`src/hw/rtl/rcfd_pkg.sv`:
```
// shared constants, types and the strength table of the serial frame decoder
package rcfd_pkg;

	localparam int FRAME_BYTES      = 16;
	localparam int MAX_CHANNELS     = 12;
	localparam int LOW_RES_CHANNELS = 7;

	localparam int BYTE_W    = 8;
	localparam int TIME_W    = 16;
	localparam int CH_W      = 4;
	localparam int PULSE_W   = 11;
	localparam int VALUE_W   = 12;
	localparam int CFG_W     = 16;
	localparam int CFG_IDX_W = 2;

	localparam int ADDR_W   = $clog2(FRAME_BYTES);
	localparam int POS_W    = $clog2(FRAME_BYTES + 1);
	localparam int CH_SEL_W = $clog2(MAX_CHANNELS);
	localparam int COUNT_W  = $clog2(MAX_CHANNELS + 1);

	localparam int LOW_COUNT =
		(LOW_RES_CHANNELS < MAX_CHANNELS) ? LOW_RES_CHANNELS : MAX_CHANNELS;

	// configuration register indexes
	localparam logic [CFG_IDX_W-1:0] REG_HIGH_RES    = 2'd0;
	localparam logic [CFG_IDX_W-1:0] REG_STRENGTH_CH = 2'd1;
	localparam logic [CFG_IDX_W-1:0] REG_GAP_LIMIT   = 2'd2;

	localparam logic [TIME_W-1:0]  GAP_LIMIT_RST   = 16'd5000;
	localparam logic [VALUE_W:0]   PULSE_BASE      = 13'd988;
	localparam logic [VALUE_W:0]   PULSE_MAX       = 13'd2047;
	localparam logic [TIME_W-1:0]  FADE_PER_PERIOD = 16'd20;

	// controller to datapath
	typedef struct packed {
		logic accept;
		logic rd_issue;
		logic emit_load;
	} cmd_t;

	// datapath to controller
	typedef struct packed {
		logic frame_done;
		logic rd_last;
		logic emit_last;
		logic out_free;
	} sts_t;

	// full - floor(delta * full / 20) for delta below 20, full = 2048 or 1024
	function automatic logic [VALUE_W-1:0] strength_value(input logic [4:0] delta,
			input logic high_res);
		logic [VALUE_W-1:0] hi_val;
		logic [VALUE_W-1:0] lo_val;
		case (delta)
			5'd0: begin hi_val = 12'd2048; lo_val = 12'd1024; end
			5'd1: begin hi_val = 12'd1946; lo_val = 12'd973; end
			5'd2: begin hi_val = 12'd1844; lo_val = 12'd922; end
			5'd3: begin hi_val = 12'd1741; lo_val = 12'd871; end
			5'd4: begin hi_val = 12'd1639; lo_val = 12'd820; end
			5'd5: begin hi_val = 12'd1536; lo_val = 12'd768; end
			5'd6: begin hi_val = 12'd1434; lo_val = 12'd717; end
			5'd7: begin hi_val = 12'd1332; lo_val = 12'd666; end
			5'd8: begin hi_val = 12'd1229; lo_val = 12'd615; end
			5'd9: begin hi_val = 12'd1127; lo_val = 12'd564; end
			5'd10: begin hi_val = 12'd1024; lo_val = 12'd512; end
			5'd11: begin hi_val = 12'd922; lo_val = 12'd461; end
			5'd12: begin hi_val = 12'd820; lo_val = 12'd410; end
			5'd13: begin hi_val = 12'd717; lo_val = 12'd359; end
			5'd14: begin hi_val = 12'd615; lo_val = 12'd308; end
			5'd15: begin hi_val = 12'd512; lo_val = 12'd256; end
			5'd16: begin hi_val = 12'd410; lo_val = 12'd205; end
			5'd17: begin hi_val = 12'd308; lo_val = 12'd154; end
			5'd18: begin hi_val = 12'd205; lo_val = 12'd103; end
			5'd19: begin hi_val = 12'd103; lo_val = 12'd52; end
			default: begin hi_val = '0; lo_val = '0; end
		endcase
		return high_res ? hi_val : lo_val;
	endfunction

endpackage

```
`src/hw/rtl/rcfd_ram.sv`:
```
// generic single-write, single-read ram with registered read data
module rcfd_ram #(
	parameter int WIDTH = 8,
	parameter int DEPTH = 16
) (
	input  logic                     clk,
	input  logic                     we,
	input  logic [$clog2(DEPTH)-1:0] waddr,
	input  logic [WIDTH-1:0]         wdata,
	input  logic                     re,
	input  logic [$clog2(DEPTH)-1:0] raddr,
	output logic [WIDTH-1:0]         rdata
);

	logic [WIDTH-1:0] mem_q [DEPTH];

	always_ff @(posedge clk) begin
		if (we) begin
			mem_q[waddr] <= wdata;
		end
		if (re) begin
			rdata <= mem_q[raddr];
		end
	end

endmodule

```
`src/hw/rtl/rcfd_ctrl.sv`:
```
// controller state machine: byte intake, frame read-out and channel report
module rcfd_ctrl (
	input  logic          clk,
	input  logic          arst_n,
	input  logic          in_valid,
	output logic          in_stall,
	input  rcfd_pkg::sts_t sts,
	output rcfd_pkg::cmd_t cmd
);

	import rcfd_pkg::*;

	typedef enum logic [3:0] {
		ST_IDLE  = 4'b0001,
		ST_READ  = 4'b0010,
		ST_DRAIN = 4'b0100,
		ST_EMIT  = 4'b1000
	} state_t;

	state_t state_q;
	state_t state_d;

	always_comb begin
		state_d       = state_q;
		cmd.accept    = 1'b0;
		cmd.rd_issue  = 1'b0;
		cmd.emit_load = 1'b0;
		case (state_q)
			ST_IDLE: begin
				cmd.accept = in_valid;
				if (in_valid && sts.frame_done) begin
					state_d = ST_READ;
				end
			end
			ST_READ: begin
				cmd.rd_issue = 1'b1;
				if (sts.rd_last) begin
					state_d = ST_DRAIN;
				end
			end
			ST_DRAIN: begin
				state_d = ST_EMIT;
			end
			ST_EMIT: begin
				if (sts.out_free) begin
					cmd.emit_load = 1'b1;
					if (sts.emit_last) begin
						state_d = ST_IDLE;
					end
				end
			end
			default: begin
				state_d = ST_IDLE;
			end
		endcase
	end

	assign in_stall = (state_q != ST_IDLE);

	always_ff @(posedge clk or negedge arst_n) begin
		if (!arst_n) begin
			state_q <= ST_IDLE;
		end else begin
			state_q <= state_d;
		end
	end

endmodule

```
`src/hw/rtl/rcfd_dp.sv`:
```
// datapath: config registers, frame store, strength update, decode and output register
module rcfd_dp (
	input  logic                          clk,
	input  logic                          arst_n,
	input  logic                          cfg_write,
	input  logic [rcfd_pkg::CFG_IDX_W-1:0] cfg_index,
	input  logic [rcfd_pkg::CFG_W-1:0]     cfg_data,
	input  logic [rcfd_pkg::BYTE_W-1:0]    rx_byte,
	input  logic [rcfd_pkg::TIME_W-1:0]    gap_us,
	input  logic [rcfd_pkg::TIME_W-1:0]    period_index,
	input  rcfd_pkg::cmd_t                 cmd,
	output rcfd_pkg::sts_t                 sts,
	input  logic                          out_stall,
	output logic                          out_valid,
	output logic [rcfd_pkg::CH_W-1:0]      channel_index,
	output logic [rcfd_pkg::PULSE_W-1:0]   pulse_value,
	output logic                          last_channel
);

	import rcfd_pkg::*;

	// configuration
	logic              high_res_q;
	logic [CH_W-1:0]   strength_ch_q;
	logic [TIME_W-1:0] gap_limit_q;

	always_ff @(posedge clk or negedge arst_n) begin
		if (!arst_n) begin
			high_res_q    <= 1'b1;
			strength_ch_q <= '0;
			gap_limit_q   <= GAP_LIMIT_RST;
		end else if (cfg_write) begin
			case (cfg_index)
				REG_HIGH_RES:    high_res_q    <= cfg_data[0];
				REG_STRENGTH_CH: strength_ch_q <= cfg_data[CH_W-1:0];
				REG_GAP_LIMIT:   gap_limit_q   <= cfg_data[TIME_W-1:0];
				default: begin
				end
			endcase
		end
	end

	// mode-derived values
	logic [CH_W:0] count;
	logic [CH_W-1:0] slot;

	assign count = high_res_q ? (CH_W+1)'(MAX_CHANNELS) : (CH_W+1)'(LOW_COUNT);
	assign slot  = ({1'b0, strength_ch_q} < count) ? strength_ch_q : '0;

	// byte intake
	logic [POS_W-1:0] pos_q;
	logic [POS_W-1:0] pos_eff;
	logic             store_ok;

	assign pos_eff        = (gap_us > gap_limit_q) ? '0 : pos_q;
	assign store_ok       = (pos_eff < POS_W'(FRAME_BYTES));
	assign sts.frame_done = store_ok && (pos_eff == POS_W'(FRAME_BYTES - 1));

	always_ff @(posedge clk or negedge arst_n) begin
		if (!arst_n) begin
			pos_q <= '0;
		end else if (cmd.accept) begin
			pos_q <= store_ok ? pos_eff + POS_W'(1) : pos_eff;
		end
	end

	logic [TIME_W-1:0] period_q;

	always_ff @(posedge clk) begin
		if (cmd.accept && sts.frame_done) begin
			period_q <= period_index;
		end
	end

	// frame store and read-out
	logic [ADDR_W-1:0] rd_addr_q;
	logic [ADDR_W-1:0] rd_idx_s1;
	logic              rd_valid_s1;
	logic [BYTE_W-1:0] rdata;

	rcfd_ram #(
		.WIDTH(BYTE_W),
		.DEPTH(FRAME_BYTES)
	) u_frame_ram (
		.clk  (clk),
		.we   (cmd.accept && store_ok),
		.waddr(pos_eff[ADDR_W-1:0]),
		.wdata(rx_byte),
		.re   (cmd.rd_issue),
		.raddr(rd_addr_q),
		.rdata(rdata)
	);

	assign sts.rd_last = (rd_addr_q == ADDR_W'(FRAME_BYTES - 1));

	always_ff @(posedge clk or negedge arst_n) begin
		if (!arst_n) begin
			rd_addr_q   <= '0;
			rd_valid_s1 <= 1'b0;
		end else begin
			rd_valid_s1 <= cmd.rd_issue;
			if (cmd.accept) begin
				rd_addr_q <= '0;
			end else if (cmd.rd_issue) begin
				rd_addr_q <= rd_addr_q + ADDR_W'(1);
			end
		end
	end

	always_ff @(posedge clk) begin
		if (cmd.rd_issue) begin
			rd_idx_s1 <= rd_addr_q;
		end
	end

	logic fade_hi_stage;
	logic fade_lo_stage;
	logic word_hi_stage;
	logic word_lo_stage;

	assign fade_hi_stage = rd_valid_s1 && (rd_idx_s1 == ADDR_W'(0));
	assign fade_lo_stage = rd_valid_s1 && (rd_idx_s1 == ADDR_W'(1));
	assign word_hi_stage = rd_valid_s1 && (rd_idx_s1 >= ADDR_W'(2)) && !rd_idx_s1[0];
	assign word_lo_stage = rd_valid_s1 && (rd_idx_s1 >= ADDR_W'(3)) && rd_idx_s1[0];

	logic [BYTE_W-1:0] fade_hi_q;
	logic [BYTE_W-1:0] word_hi_q;

	always_ff @(posedge clk) begin
		if (fade_hi_stage) begin
			fade_hi_q <= rdata;
		end
		if (word_hi_stage) begin
			word_hi_q <= rdata;
		end
	end

	// strength from fade count
	logic              fade_seen_q;
	logic [TIME_W-1:0] prior_fade_q;
	logic [TIME_W-1:0] prior_period_q;
	logic [TIME_W-1:0] fade;
	logic [TIME_W-1:0] fade_delta;
	logic [TIME_W-1:0] period_step;
	logic              fade_record;
	logic              strength_wr;
	logic [VALUE_W-1:0] strength_val;

	assign fade         = {fade_hi_q, rdata};
	assign fade_delta   = fade - prior_fade_q;
	assign period_step  = period_q - prior_period_q;
	assign fade_record  = fade_lo_stage && (!fade_seen_q || (prior_period_q != period_q));
	assign strength_wr  = fade_lo_stage && fade_seen_q && (prior_period_q != period_q)
		&& (period_step == TIME_W'(1)) && (slot != '0);
	assign strength_val = (fade_delta >= FADE_PER_PERIOD) ? '0
		: strength_value(fade_delta[4:0], high_res_q);

	always_ff @(posedge clk or negedge arst_n) begin
		if (!arst_n) begin
			fade_seen_q    <= 1'b0;
			prior_fade_q   <= '0;
			prior_period_q <= '0;
		end else if (fade_record) begin
			fade_seen_q    <= 1'b1;
			prior_fade_q   <= fade;
			prior_period_q <= period_q;
		end
	end

	// channel word decode
	logic [CH_W-1:0]    word_ch;
	logic [VALUE_W-1:0] word_value;
	logic               decode_wr;

	assign word_ch    = high_res_q ? word_hi_q[6:3] : word_hi_q[5:2];
	assign word_value = high_res_q ? {1'b0, word_hi_q[2:0], rdata}
		: {2'b00, word_hi_q[1:0], rdata};
	assign decode_wr  = word_lo_stage && ({1'b0, word_ch} < count)
		&& ((slot == '0) || (word_ch != slot));

	logic [VALUE_W-1:0] chan_q [MAX_CHANNELS];

	always_ff @(posedge clk or negedge arst_n) begin
		if (!arst_n) begin
			for (int i = 0; i < MAX_CHANNELS; i++) begin
				chan_q[i] <= '0;
			end
		end else begin
			if (strength_wr) begin
				chan_q[slot[CH_SEL_W-1:0]] <= strength_val;
			end
			if (decode_wr) begin
				chan_q[word_ch[CH_SEL_W-1:0]] <= word_value;
			end
		end
	end

	// report and output register
	logic [CH_W-1:0]    emit_q;
	logic [VALUE_W-1:0] emit_raw;
	logic [VALUE_W:0]   pulse_sum;
	logic [PULSE_W-1:0] pulse_sat;
	logic               out_valid_q;

	assign emit_raw  = chan_q[emit_q[CH_SEL_W-1:0]];
	assign pulse_sum = PULSE_BASE + (high_res_q ? {2'b00, emit_raw[VALUE_W-1:1]}
		: {1'b0, emit_raw});
	assign pulse_sat = (pulse_sum > PULSE_MAX) ? PULSE_MAX[PULSE_W-1:0]
		: pulse_sum[PULSE_W-1:0];

	assign sts.emit_last = (({1'b0, emit_q} + (CH_W+1)'(1)) == count);
	assign sts.out_free  = !out_valid_q || !out_stall;

	always_ff @(posedge clk or negedge arst_n) begin
		if (!arst_n) begin
			emit_q      <= '0;
			out_valid_q <= 1'b0;
		end else begin
			if (cmd.accept) begin
				emit_q <= '0;
			end else if (cmd.emit_load) begin
				emit_q <= emit_q + CH_W'(1);
			end
			if (cmd.emit_load) begin
				out_valid_q <= 1'b1;
			end else if (!out_stall) begin
				out_valid_q <= 1'b0;
			end
		end
	end

	always_ff @(posedge clk) begin
		if (cmd.emit_load) begin
			channel_index <= emit_q;
			pulse_value   <= pulse_sat;
			last_channel  <= sts.emit_last;
		end
	end

	assign out_valid = out_valid_q;

endmodule

```
`src/hw/rtl/rc_serial_frame_decoder.sv`:
```
// top level of the serial receiver frame decoder
//
//   channel  | dir | handshake            | payload
//   ---------+-----+----------------------+------------------------------------------
//   cfg      | in  | cfg_write            | cfg_index, cfg_data
//   byte in  | in  | in_valid / in_stall  | rx_byte, gap_us, period_index
//   channel  | out | out_valid / out_stall| channel_index, pulse_value, last_channel
//
// a byte that does not complete a frame is taken without raising in_stall
// the completing byte starts the ram read-out of all FRAME_BYTES bytes and a drain state,
// then one channel item per cycle while the output is not stalled (12 or 7 channels):
// in_stall is high until the last channel item is loaded
// a stalled output holds the report; the next item loads as the current one is taken
// reset clears the controller, byte position, fade history and channel store; the
// frame ram has no reset and is always written before it is read
module rc_serial_frame_decoder (
	input  logic                          clk,
	input  logic                          arst_n,
	// configuration write port
	input  logic                          cfg_write,
	input  logic [rcfd_pkg::CFG_IDX_W-1:0] cfg_index,
	input  logic [rcfd_pkg::CFG_W-1:0]     cfg_data,
	// received bytes
	input  logic                          in_valid,
	output logic                          in_stall,
	input  logic [rcfd_pkg::BYTE_W-1:0]    rx_byte,
	input  logic [rcfd_pkg::TIME_W-1:0]    gap_us,
	input  logic [rcfd_pkg::TIME_W-1:0]    period_index,
	// channel report
	output logic                          out_valid,
	input  logic                          out_stall,
	output logic [rcfd_pkg::CH_W-1:0]      channel_index,
	output logic [rcfd_pkg::PULSE_W-1:0]   pulse_value,
	output logic                          last_channel
);

	import rcfd_pkg::*;

	cmd_t cmd;
	sts_t sts;

	// sequencing: idle intake, ram read-out, drain state, report
	rcfd_ctrl u_ctrl (
		.clk     (clk),
		.arst_n  (arst_n),
		.in_valid(in_valid),
		.in_stall(in_stall),
		.sts     (sts),
		.cmd     (cmd)
	);

	// storage, strength, decode and the output register
	rcfd_dp u_dp (
		.clk          (clk),
		.arst_n       (arst_n),
		.cfg_write    (cfg_write),
		.cfg_index    (cfg_index),
		.cfg_data     (cfg_data),
		.rx_byte      (rx_byte),
		.gap_us       (gap_us),
		.period_index (period_index),
		.cmd          (cmd),
		.sts          (sts),
		.out_stall    (out_stall),
		.out_valid    (out_valid),
		.channel_index(channel_index),
		.pulse_value  (pulse_value),
		.last_channel (last_channel)
	);

endmodule

```
`config.mk`:
```
export PLATFORM = sky130hd
export DESIGN_NAME = rc_serial_frame_decoder
export DESIGN_NICKNAME = d
export VERILOG_FILES = /design/src/hw/rtl/rcfd_pkg.sv /design/src/hw/rtl/rcfd_ram.sv /design/src/hw/rtl/rcfd_ctrl.sv /design/src/hw/rtl/rcfd_dp.sv /design/src/hw/rtl/rc_serial_frame_decoder.sv
export SDC_FILE = /design/constraint.sdc
export NUM_CORES = 1
export LEC_CHECK = 0
export ABC_AREA = 1
export BUFFER_PORTS_ARGS = -buffer_cell sky130_fd_sc_hd__buf_4
export CAP_MARGIN = 30
export CORE_MARGIN = 2
export CORE_UTILIZATION = 40
export CTS_CLUSTER_DIAMETER = 150
export DETAILED_ROUTE_END_ITERATION = 16
export PLACE_DENSITY_LB_ADDON = 0.05
export REMOVE_ABC_BUFFERS = 1
export SETUP_SLACK_MARGIN = 0.3
export SLEW_MARGIN = 20
export SYNTH_ARGS = -nofsm -noshare
export SYNTH_HDL_FRONTEND = slang
export SYNTH_SLANG_ARGS = --single-unit
```
`constraint.sdc`:
```
create_clock -name clk -period 6.6 [get_ports clk]
set_input_delay 0.66 -clock clk [delete_from_list [all_inputs] [get_ports clk]]
set_output_delay 0.66 -clock clk [all_outputs]
set_load 0.02 [all_outputs]
```
==> results of run 1 <==
-- power by group --
group | internal [W] | switching [W] | leakage [nW]
clock network | 0.00156 | 0.00112 | 0.771
registers | 0.00301 | 0.000194 | 4.61
logic | 0.00109 | 0.00262 | 7.49
total | 0.00567 | 0.00393 | 12.9
-- cells by family after synthesis --
group | after synthesis | synth area share (%)
muxes | 2 | 0.0901
adders and majority gates | 66 | 3.56
buffers and inverters | 535 | 9.27
AOI/OAI and AO/OA | 368 | 8.57
DFF | 404 | 46.8
and+or+nand+nor | 1746 | 31.1
xor gates and xnor gates | 14 | 0.551
-- area by class of cell --
class / instances / area share [%]
Clock buffer: 69 / 4.97
Clock inverter: 21 / 1.02
Inverter: 396 / 5.61
Multi-Input combinational cell: 2196 / 39.1
Sequential cell: 404 / 41.7
Tap cell: 773 / 3.64
Timing Repair Buffer: 137 / 3.98
-- cell usage after synthesis (all sizes together) (11+ instances only) --
master,instances,area share (%)
o22ai,13,0.34
dfrtp,210,22
o211ai,18,0.57
clkbuf,55,0.87
buf,84,2.1
a21oi,133,2.8
nor2,294,4.8
edfxtp,187,24
nand4,63,1.7
o221ai,24,0.89
nand3,344,7.4
ha,64,3.4
inv,391,6.2
o21ai,170,3.6
xor2,11,0.41
nor3,32,0.89
nand2,997,16
-- registers in the layout (all words and copies together) (netlist names), 5 cells and up --
name / cells
u_dp.prior_fade_q: 16
u_dp.prior_period_q: 16
u_dp.period_q: 16
u_dp.word_hi_q: 7
u_dp.u_frame_ram.mem_q: 128
u_dp.chan_q: 144
u_dp.pulse_value: 11
u_dp.pos_q: 5
u_dp.fade_hi_q: 8
u_dp.gap_limit_q: 16
u_dp.u_frame_ram.rdata: 8
-- layer usage --
metal  GRT usage [%]  vias to the layer above  share of wire (%)
met4            8.70                        0                3.2
met2            42.0                      693                 46
met3            3.60                      139                5.8
met1            34.4                    10000                 45
li1                -                    10300                  -
met5               0                        -                  0
-- per-stage QoR --
stage,util (%),instance area [sq um],power [W]
final,45.2,26500,0.00960
after global routing,45.2,26500,0.0103
after CTS,45.2,26500,0.00965
after detailed placement,42.5,24900,0.00693
after global placement,42.4,24900,0.00689
after floorplan,-,22900,0.00572
-- layout by cell type (no fill, tap or decap), types with 5 or more instances in the layout --
cell	Yosys	routed
sky130_fd_sc_hd__a21oi_1	132	132
sky130_fd_sc_hd__and2_1	7	7
sky130_fd_sc_hd__buf_4	17	134
sky130_fd_sc_hd__clkbuf_1	55	17
sky130_fd_sc_hd__clkbuf_16	0	48
sky130_fd_sc_hd__clkinv_1	5	11
sky130_fd_sc_hd__clkinv_2	0	6
sky130_fd_sc_hd__dfrtp_1	210	207
sky130_fd_sc_hd__dfstp_2	7	7
sky130_fd_sc_hd__edfxtp_1	187	187
sky130_fd_sc_hd__ha_1	64	64
sky130_fd_sc_hd__inv_1	387	387
sky130_fd_sc_hd__nand2_1	993	992
sky130_fd_sc_hd__nand2_2	4	5
sky130_fd_sc_hd__nand3_1	341	341
sky130_fd_sc_hd__nand4_1	61	61
sky130_fd_sc_hd__nor2_1	287	285
sky130_fd_sc_hd__nor2_2	3	5
sky130_fd_sc_hd__nor3_1	22	21
sky130_fd_sc_hd__nor3_2	10	11
sky130_fd_sc_hd__o211ai_1	18	18
sky130_fd_sc_hd__o21ai_0	163	163
sky130_fd_sc_hd__o21ai_1	6	6
sky130_fd_sc_hd__o221ai_1	24	24
sky130_fd_sc_hd__o22ai_1	13	13
sky130_fd_sc_hd__xor2_1	11	11
-- final timing paths --
kind / cells after the start / to
hold / removal: 1 / u_dp.prior_fade_q[2]
setup / recovery: 16 / u_dp.chan_q[105]
hold reg to reg: 2 / u_dp.gap_limit_q[12]
setup reg to reg: 16 / u_dp.chan_q[105]
min in group clk: 1 / u_dp.period_q[0]
max in group asynchronous: 2 / u_dp.chan_q[119]
==> qor.log, run 1 <==
qor: logic_synthesis.ys_seq_area_share 46.8%
qor: power.powerDensity 362 nW/um^2
qor: global_route.antenna_found_initial 0
qor: timing.setup_viol 0
qor: clock_tree.cts_buffer_depth 3
qor: global_route.global_route_wire_length_before_repair 120 mm
qor: floorplanning.width_of_the_die 247 um
qor: timing.fmaxAchievable 0.210 GHz
qor: timing.hold-worst-slack 0.175 ns
qor: drt.antenna_left 0
qor: timing.worst_case_headroom_to_the_max_slew_limit 34.2%
qor: timing.finalCritPeriodShare 72.2%
qor: min_path.holdCritPathClass in2async
qor: job.max_cap_violations 0
qor: drt.post_drt_via_cell_ratio 5.29
qor: setup_path.worst-r2r-setup-slack 1.83 ns
qor: power.leakagePower 12.9 nW
qor: timing.setup_slack 1.83 ns
qor: floorplanning.floorplan.initialDensity 40.2%
qor: layout.post_route_cells_drive_above_1_share 7.88%
qor: timing.finalMaxSlewViolations 0
qor: clock_tree.hold_buffers 0
qor: floorplanning.die_h 247 um
qor: setup_path.source_of_the_worst_register_to_register_timing_path u_dp.u_frame_ram.rdata[0]
qor: setup_path.cpLargestDelayFamily simple AND/OR/NAND/NOR gates
qor: clock_tree.cts.clk_slew.worst_paths 0.06 ns
qor: global_route.gr-total-overflow 0
qor: logic_synthesis.mapped_cells 3135
qor: timing.finalHoldViolCount 0
qor: floorplanning.core-area 58700 sq um
qor: drt.drc_errors 0
qor: logic_synthesis.ys_types 50
qor: power.maximum_vdd_drop 0.000240 V
qor: layout.diode_insertion_count_for_antenna_repair 0
qor: layout.num-nets-final 3312
qor: timing.unrepaired_setup_endpoints_after_global_routing false
qor: setup_path.worstSetupPathType reg2reg
qor: logic_synthesis.syn_area 23600 sq um
qor: placement.dp_cells 3903
qor: drt.detail_route.first_pass.iterations 5
qor: drt.drt_iter0_drc 1524
qor: logic_synthesis.synth-edff-count 187
qor: floorplanning.dieArea 61000 sq um
qor: clock_tree.clock_latency 0.61 ns
qor: logic_synthesis.yosysWarnings 0
qor: clock_tree.resized_after_cts 0
qor: logic_synthesis.async_flop_share 53.7%
qor: timing.fin_tns_setup 0 ns
qor: placement.preCtsSetupSlack 1.85 ns
qor: placement.dp.final_hpwl 52.1 mm
qor: setup_path.path_cells inv_1, ha_1, inv_1, fa_1, xnor2_2, nand3_2, nand2_1, nand3_1, nor2_4, buf_4, nand3_2, nor2_4, nand4_1, nand3_1, nand3_1, nand2_1
qor: setup_path.timing.critical_path.fanout_max 33
qor: layout.multi_input_combinational_cell_area 10400 sq um
qor: layout.nFillCells 5927
qor: drt.routedWlPerCell 19.3 um
qor: setup_path.cpMostUsedCell sky130_fd_sc_hd__nand3_1
qor: timing.fin_skew 0.0589 ns
qor: setup_path.critPathLaunchType register
qor: setup_path.worstSetupEndpointType register
qor: timing.max_slew.worst_pin.slew 0.987 ns
qor: placement.routabilityCongestion 0.910
qor: drt.totalWireLength 77.0 mm
qor: drt.dr_total_vias 21100
qor: placement.numPortBuffers 80
qor: setup_path.data_required_critical_path 7.10 ns
qor: clock_tree.cts_tree done
qor: clock_tree.clock_sinks 404
qor: global_route.first_global_vias 20600
qor: run_status.result_of_the_run finished, final reports clean
qor: layout.seqCellArea 11100 sq um
qor: logic_synthesis.post_synthesis_area_per_instance 7.53 sq um
qor: setup_path.crit_start u_dp.u_frame_ram.rdata[0]
qor: clock_tree.clock_tree.root_cell sky130_fd_sc_hd__clkbuf_16
qor: logic_synthesis.synth-seq-cells 404
qor: clock_tree.cts_post_setup_buffers_inserted 0
qor: setup_path.critical-path-slowest-cell sky130_fd_sc_hd__nand4_1
qor: floorplanning.num_io_pins 81
qor: setup_path.critical_path_arrival 5.26 ns
qor: clock_tree.htree_num_levels 2
qor: setup_path.path_buf_inv 3
qor: layout.layoutNonFillerInstCount 3996
qor: layout.flow.area_growth_from_synthesis 12.4%
qor: global_route.grt_usage 25.5%
qor: logic_synthesis.synth-main-ff-cell sky130_fd_sc_hd__dfrtp_1
qor: global_route.grt_start_max_net_pins 113
qor: timing.layout_min_cycle_time 4.77 ns
qor: setup_path.critical_path.max_stage_delay 0.67 ns
qor: floorplanning.fp-row-count 89
qor: clock_tree.cts_made_buffers 48
No activity file was read; power rests on OpenSTA's default activity.
==> run 2: changes to the inputs <==
- clock period: 6.6 -> 4.7 ns (I/O delays scaled with it)
==> run 2 against run 1 <==
Via count fell by 0.52%. Combinational power grew 40%. Non-clock buffer count rose by 5. Worst setup slack got worse by 0.95 ns. Clock-buffer cell count increased by 3. Hold slack worse by 0.14 ns. Die area unchanged. Highest routed layer unchanged. Power is 39% higher. Clock power up 37%. Sequential share of layout area barely moved.
==> qor.log, run 2 (synthesis results as in run 1) <==
qor: run_status.result_of_the_run finished, final reports clean
qor: clock_tree.clock_latency 0.63 ns [+0.02 ns]
qor: timing.fmaxAchievable 0.262 GHz [+25%]
qor: drt.drc_errors 0 [unchanged]
qor: timing.hold-worst-slack 0.0400 ns [-0.135 ns]
qor: setup_path.critical_path_arrival 4.34 ns [-0.92 ns]
qor: setup_path.path_buf_inv 3 [unchanged]
qor: timing.max_slew.worst_pin.slew 0.970 ns [-0.0177 ns]
qor: timing.fin_skew 0.0450 ns [-0.0139 ns]
qor: drt.detail_route.first_pass.iterations 7 [+2]
qor: drt.totalWireLength 75.4 mm [-2.1%]
qor: layout.flow.area_growth_from_synthesis 12.5% [about the same]
qor: timing.unrepaired_setup_endpoints_after_global_routing false
qor: timing.layout_min_cycle_time 3.82 ns [-0.947 ns]
qor: floorplanning.fp-row-count 89 [unchanged]
qor: power.maximum_vdd_drop 0.000313 V [+30%]
qor: floorplanning.dieArea 61000 sq um [unchanged]
qor: layout.mostFrequentLayoutCells 992 x sky130_fd_sc_hd__nand2_1, 387 x sky130_fd_sc_hd__inv_1, 341 x sky130_fd_sc_hd__nand3_1
qor: job.max_cap_violations 0 [unchanged]
qor: timing.setup_viol 0 [unchanged]
qor: drt.antenna_left 0 [unchanged]
qor: setup_path.cpMostUsedCell sky130_fd_sc_hd__nand2_1
qor: timing.finalHoldViolCount 0 [unchanged]
qor: timing.fin_tns_setup 0 ns [unchanged]
qor: drt.drt_iter0_drc 1894 [+24%]
qor: clock_tree.clock_tree.root_cell sky130_fd_sc_hd__clkbuf_16
qor: clock_tree.cts_made_buffers 47 [-2.1%]
qor: drt.post_drt_via_cell_ratio 5.26 [-0.59%]
qor: layout.num-nets-final 3316 [+0.12%]
qor: placement.numPortBuffers 80 [unchanged]
qor: power.leakagePower 12.9 nW [about the same]
qor: layout.commonest_non_fill_non_tap_cell_in_the_layout sky130_fd_sc_hd__nand2_1
qor: clock_tree.clock_sinks 404 [unchanged]
qor: placement.routabilityCongestion 0.873 [-4.1%]
qor: clock_tree.cts.clk_slew.worst_paths 0.06 ns [about the same]
qor: drt.routedWlPerCell 18.9 um [-2.2%]
qor: placement.preCtsSetupSlack 0.926 ns [-0.929 ns]
qor: setup_path.worstSetupPathType reg2reg
qor: clock_tree.resized_after_cts 0 [unchanged]
qor: power.powerDensity 503 nW/um^2 [+39%]
qor: clock_tree.cts_buffer_depth 3 [unchanged]
qor: floorplanning.width_of_the_die 247 um [unchanged]
qor: global_route.grt_start_max_net_pins 110 [-2.7%]
qor: layout.diode_insertion_count_for_antenna_repair 0 [unchanged]
qor: layout.max_flop_register u_dp.chan_q
qor: global_route.grt_usage 25.0% [-0.47 points]
qor: setup_path.data_required_critical_path 5.22 ns [-1.88 ns]
qor: setup_path.critical-path-slowest-cell sky130_fd_sc_hd__nand4_1
qor: min_path.holdCritPathClass in2reg
qor: floorplanning.floorplan.initialDensity 40.2% [unchanged]
qor: global_route.antenna_found_initial 0 [unchanged]
qor: clock_tree.hold_buffers 1 [+1]
qor: timing.setup_slack 0.882 ns [-0.953 ns]
qor: clock_tree.htree_num_levels 2 [unchanged]
qor: layout.post_route_cells_drive_above_1_share 8.06% [+0.18 points]
qor: setup_path.worstSetupEndpointType register
qor: timing.finalMaxSlewViolations 0 [unchanged]
qor: clock_tree.cts_tree done
qor: global_route.gr-total-overflow 0 [unchanged]
qor: layout.post-route-util 45.3% [about the same]
qor: layout.layout_top_registers u_dp.chan_q x144, u_dp.u_frame_ram.mem_q x128
qor: floorplanning.die_h 247 um [unchanged]
qor: placement.dp.final_hpwl 51.2 mm [-1.7%]
qor: floorplanning.core-area 58700 sq um [unchanged]
qor: setup_path.cpLargestDelayFamily simple AND/OR/NAND/NOR gates
qor: layout.nFillCells 5886 [-0.69%]
qor: drt.dr_total_vias 21000 [-0.52%]
qor: setup_path.timing.critical_path.fanout_max 14 [-58%]
qor: global_route.first_global_vias 20300 [-1.1%]
qor: global_route.global_route_wire_length_before_repair 118 mm [-1.2%]
qor: setup_path.critPathLaunchType register
qor: setup_path.path_cells inv_1, ha_1, inv_1, fa_1, xnor2_2, inv_1, nand2_1, o21ai_0, nand2_1, nand2_1, mux2i_1, nand2_1, nand2_1, nand4_1, nand3_1, nand3_1, nand2_1
qor: layout.largest_reg_flops 144 [unchanged]
qor: timing.finalCritPeriodShare 81.2% [+9.0 points]
qor: floorplanning.num_io_pins 81 [unchanged]
qor: clock_tree.cts_post_setup_buffers_inserted 0 [unchanged]
qor: setup_path.critical_path.max_stage_delay 0.59 ns [-0.08 ns]
qor: timing.worst_case_headroom_to_the_max_slew_limit 35.3% [+1.1 points]
run 2: cell types whose count changed in the layout (fill, tap and decap cells not counted), sizes merged:
cell and change:
inv -1, bufinv -2, buf +4, clkinv -2
dlygate4sd3 +1, clkbuf +3
run 2: routing by layer:
layer,up-vias,routed length (um),GRT usage (%),share of wire [%]
met4,0,2030,7.10,2.7
met5,-,0,0,0
met3,132,4410,4.08,5.8
met1,9989,33900,33.9,45
li1,10300,-,-,-
met2,626,35100,41.4,47
run 2: power by group:
part / internal (W) / switching (W)
clock network: 0.00210 / 0.00158
registers: 0.00423 / 0.000270
logic: 0.00154 / 0.00365
total: 0.00787 / 0.00550
run 2: area by class of cell:
class,count,area [sq um],share of cell area [%]
Timing Repair Buffer,142,1120,4.20
Clock inverter,16,203,0.763
Sequential cell,404,11100,41.6
Inverter,396,1490,5.61
Tap cell,773,967,3.64
Multi-Input combinational cell,2196,10400,39.1
Clock buffer,72,1340,5.05
run 2: stage by stage:
stage | instances | area, sq um | total power [W]
floorplan | 2996 | 22900 | 0.00804
CTS | 3998 | 26500 | 0.0134
global placement | 3907 | 25000 | 0.00968
finish | 3999 | 26600 | 0.0134
global route | 3999 | 26600 | 0.0143
detailed placement | 3909 | 25000 | 0.00972
run 2: worst paths after layout:
path	startpoint	end	slack (ns)	cells after the start
worst max-delay path	u_dp.u_frame_ram.rdata[0]	u_dp.chan_q[17]	0.88	17
worst min-delay path	period_index[10]	u_dp.period_q[10]	0.04	1
worst max register to register	u_dp.u_frame_ram.rdata[0]	u_dp.chan_q[17]	0.88	17
worst min register to register	u_dp.emit_q[3]	u_dp.channel_index[3]	0.46	0
max in group asynchronous	arst_n	u_dp.gap_limit_q[7]	3.11	3
min in group asynchronous	arst_n	u_dp.chan_q[109]	0.56	2
==> run 3: changes to the inputs <==
- clock period: 4.7 -> 3.73 ns (I/O delays scaled with it)
==> run 3 against run 2 <==
Die area unchanged. Hold slack worse by 0.015 ns. Clock power rose by 40%. Sequential power grew 26%. Critical path depth rose by 2. Cell area increased by 4.1%. Clock-buffer cell count is 10 lower. Register-to-register slack lost 0.40 ns. Routed wire length increased by 4.0%. Worst setup slack got worse by 0.40 ns. Sequential share of layout area decreased by 1.6 points. Non-clock buffer count is 73 higher. Critical endpoint is now u_dp.chan_q[18].
==> qor.log, run 3 (synthesis results as in run 1) <==
qor: drt.dr_total_vias 21500 [+2.1%]
qor: layout.commonest_non_fill_non_tap_cell_in_the_layout sky130_fd_sc_hd__nand2_1
qor: power.maximum_vdd_drop 0.000454 V [+45%]
qor: layout.post-route-util 47.1% [+1.9 points]
qor: clock_tree.cts.clk_slew.worst_paths 0.06 ns [about the same]
qor: setup_path.critPathLaunchType register
qor: layout.layoutNonFillerInstCount 4074 [+1.9%]
qor: setup_path.data_required_critical_path 4.28 ns [-0.94 ns]
qor: layout.layout_top_registers u_dp.chan_q x144, u_dp.u_frame_ram.mem_q x128
qor: clock_tree.cts_tree done
qor: clock_tree.cts_made_buffers 48 [+2.1%]
qor: placement.routabilityCongestion 0.893 [+2.3%]
qor: global_route.grt_start_max_net_pins 102 [-7.3%]
qor: setup_path.worstSetupEndpointType register
qor: clock_tree.clock_latency 0.62 ns [about the same]
qor: drt.drc_errors 0 [unchanged]
qor: floorplanning.floorplan.initialDensity 40.2% [unchanged]
qor: timing.max_slew.worst_pin.slew 1.02 ns [+0.0541 ns]
qor: clock_tree.clock_tree.root_cell sky130_fd_sc_hd__clkbuf_16
qor: global_route.gr-total-overflow 0 [unchanged]
qor: job.max_cap_violations 0 [unchanged]
qor: placement.dp_cells 3943 [+0.87%]
qor: setup_path.timing.critical_path.fanout_max 6 [-8]
qor: setup_path.critical_path_arrival 3.79 ns [-0.55 ns]
qor: layout.diode_insertion_count_for_antenna_repair 0 [unchanged]
qor: timing.finalCritPeriodShare 87.0% [+5.8 points]
qor: drt.routedWlPerCell 19.3 um [+2.1%]
qor: layout.largest_reg_flops 144 [unchanged]
qor: timing.layout_min_cycle_time 3.25 ns [-0.572 ns]
qor: setup_path.critical_path.max_stage_delay 0.64 ns [+0.05 ns]
qor: min_path.holdCritPathClass in2reg
qor: setup_path.cpMostUsedCell sky130_fd_sc_hd__nand2_1
qor: timing.worst_case_headroom_to_the_max_slew_limit 31.7% [-3.6 points]
qor: global_route.grt_usage 25.5% [+0.42 points]
qor: layout.max_flop_register u_dp.chan_q
qor: timing.fmaxAchievable 0.308 GHz [+18%]
qor: timing.finalMaxSlewViolations 0 [unchanged]
qor: drt.antenna_left 0 [unchanged]
qor: setup_path.path_buf_inv 5 [+2]
qor: timing.setup_viol 0 [unchanged]
qor: layout.multi_input_combinational_cell_area 10400 sq um [+0.49%]
qor: global_route.first_global_vias 20200 [-0.54%]
qor: global_route.global_route_wire_length_before_repair 119 mm [+0.43%]
qor: drt.detail_route.first_pass.iterations 5 [-2]
qor: timing.setup_slack 0.484 ns [-0.398 ns]
qor: setup_path.critical-path-slowest-cell sky130_fd_sc_hd__fa_2
qor: drt.post_drt_via_cell_ratio 5.27 [+0.19%]
qor: setup_path.cpLargestDelayFamily adder cells
qor: floorplanning.fp-row-count 89 [unchanged]
qor: drt.drt_iter0_drc 1601 [-15%]
qor: floorplanning.core-area 58700 sq um [unchanged]
qor: placement.numPortBuffers 80 [unchanged]
qor: layout.mostFrequentLayoutCells 990 x sky130_fd_sc_hd__nand2_1, 382 x sky130_fd_sc_hd__inv_1, 340 x sky130_fd_sc_hd__nand3_1
qor: drt.totalWireLength 78.4 mm [+4.0%]
qor: placement.dp.final_hpwl 52.7 mm [+2.9%]
qor: clock_tree.clock_sinks 404 [unchanged]
qor: layout.num-nets-final 3390 [+2.2%]
qor: floorplanning.num_io_pins 81 [unchanged]
qor: setup_path.path_cells inv_2, ha_1, inv_2, fa_2, ha_1, inv_2, nand2_2, nand2_1, a21oi_1, o21ai_1, nand3_1, nand2_4, buf_12, nand4_1, nand2_1, nand2_1, nand3_1, nand2_1, inv_1
qor: clock_tree.cts_buffer_depth 3 [unchanged]
qor: floorplanning.width_of_the_die 247 um [unchanged]
qor: layout.seqCellArea 11100 sq um [unchanged]
qor: power.leakagePower 13.4 nW [+4.0%]
qor: power.powerDensity 654 nW/um^2 [+30%]
qor: layout.post_route_cells_drive_above_1_share 10.3% [+2.3 points]
qor: floorplanning.dieArea 61000 sq um [unchanged]
qor: placement.preCtsSetupSlack 0.359 ns [-0.568 ns]
qor: layout.nFillCells 5834 [-0.88%]
qor: layout.flow.area_growth_from_synthesis 17.1%
qor: timing.unrepaired_setup_endpoints_after_global_routing false
qor: setup_path.worstSetupPathType reg2reg
qor: run_status.result_of_the_run finished, final reports clean
qor: floorplanning.die_h 247 um [unchanged]
qor: timing.finalHoldViolCount 0 [unchanged]
qor: global_route.antenna_found_initial 0 [unchanged]
qor: clock_tree.htree_num_levels 2 [unchanged]
qor: timing.fin_skew 0.0443 ns [-0.000684 ns]
run 3: path summary, 6_finish.rpt:
| kind | from | endpoint | slack (ns) | cells past startpoint |
|---|---|---|---|---|
| setup / recovery | u_dp.u_frame_ram.rdata[0] | u_dp.chan_q[18] | 0.48 | 19 |
| hold / removal | cfg_data[13] | u_dp.gap_limit_q[13] | 0.03 | 3 |
| setup reg to reg | u_dp.u_frame_ram.rdata[0] | u_dp.chan_q[18] | 0.48 | 19 |
| hold reg to reg | u_dp.emit_q[3] | u_dp.channel_index[3] | 0.47 | 0 |
| max in group asynchronous | arst_n | u_dp.chan_q[25] | 2.30 | 3 |
| min in group asynchronous | arst_n | u_dp.chan_q[109] | 0.44 | 2 |
run 3: power by group:
part	total, W	internal (W)	leakage (nW)	switching (W)
combinational	0.00724	0.00235	7.92	0.00489
clock	0.00515	0.00313	0.868	0.00202
sequential	0.00568	0.00533	4.61	0.000344
run 3: layer usage:
layer / GRT usage, % / part of all wire, %
met5: 0 / 0
met4: 9.66 / 3.7
met3: 4.23 / 7.5
met2: 40.3 / 45
met1: 34.9 / 44
run 3: timing repair:
item / 4_1_cts / 5_1_grt
setup endpoints to repair: 0 / 175
buffers inserted: 0 / 11
resized for setup: 0 / 36
hold buffers: 28 / 0
endpoints found under the hold margin: 125 / 0
run 3: layout make-up:
class	instances	share of cell area, %
sequential	404	40.0
multi-input combinational	2196	37.7
timing repair buffer	215	6.94
inverter	396	5.42
clock buffer	62	4.86
tap	773	3.50
clock inverter	28	1.53
run 3: worst reg2reg max path, cell delays in order (launching register included):
cell                       delay, ns
sky130_fd_sc_hd__edfxtp_1       0.46
sky130_fd_sc_hd__inv_2          0.10
sky130_fd_sc_hd__ha_1           0.15
sky130_fd_sc_hd__inv_2          0.07
sky130_fd_sc_hd__fa_2           0.64
sky130_fd_sc_hd__ha_1           0.27
sky130_fd_sc_hd__inv_2          0.08
sky130_fd_sc_hd__nand2_2        0.07
sky130_fd_sc_hd__nand2_1        0.09
sky130_fd_sc_hd__a21oi_1        0.07
sky130_fd_sc_hd__o21ai_1        0.13
sky130_fd_sc_hd__nand3_1        0.15
sky130_fd_sc_hd__nand2_4        0.17
sky130_fd_sc_hd__buf_12         0.16
sky130_fd_sc_hd__nand4_1        0.19
sky130_fd_sc_hd__nand2_1        0.13
sky130_fd_sc_hd__nand2_1        0.06
sky130_fd_sc_hd__nand3_1        0.07
sky130_fd_sc_hd__nand2_1        0.06
sky130_fd_sc_hd__inv_1          0.05
run 3: per-stage QoR:
step                instance area (sq um)  total power, W  hold slack [ns]  TNS, ns
floorplan                           22900          0.0101           0.0774   -38.27
global placement                    25300          0.0125            0.470        0
detailed placement                  25300          0.0125            0.451        0
CTS                                 27400          0.0178          0.00410        0
global route                        27600          0.0193           0.0468        0
finish                              27600          0.0181           0.0254        0
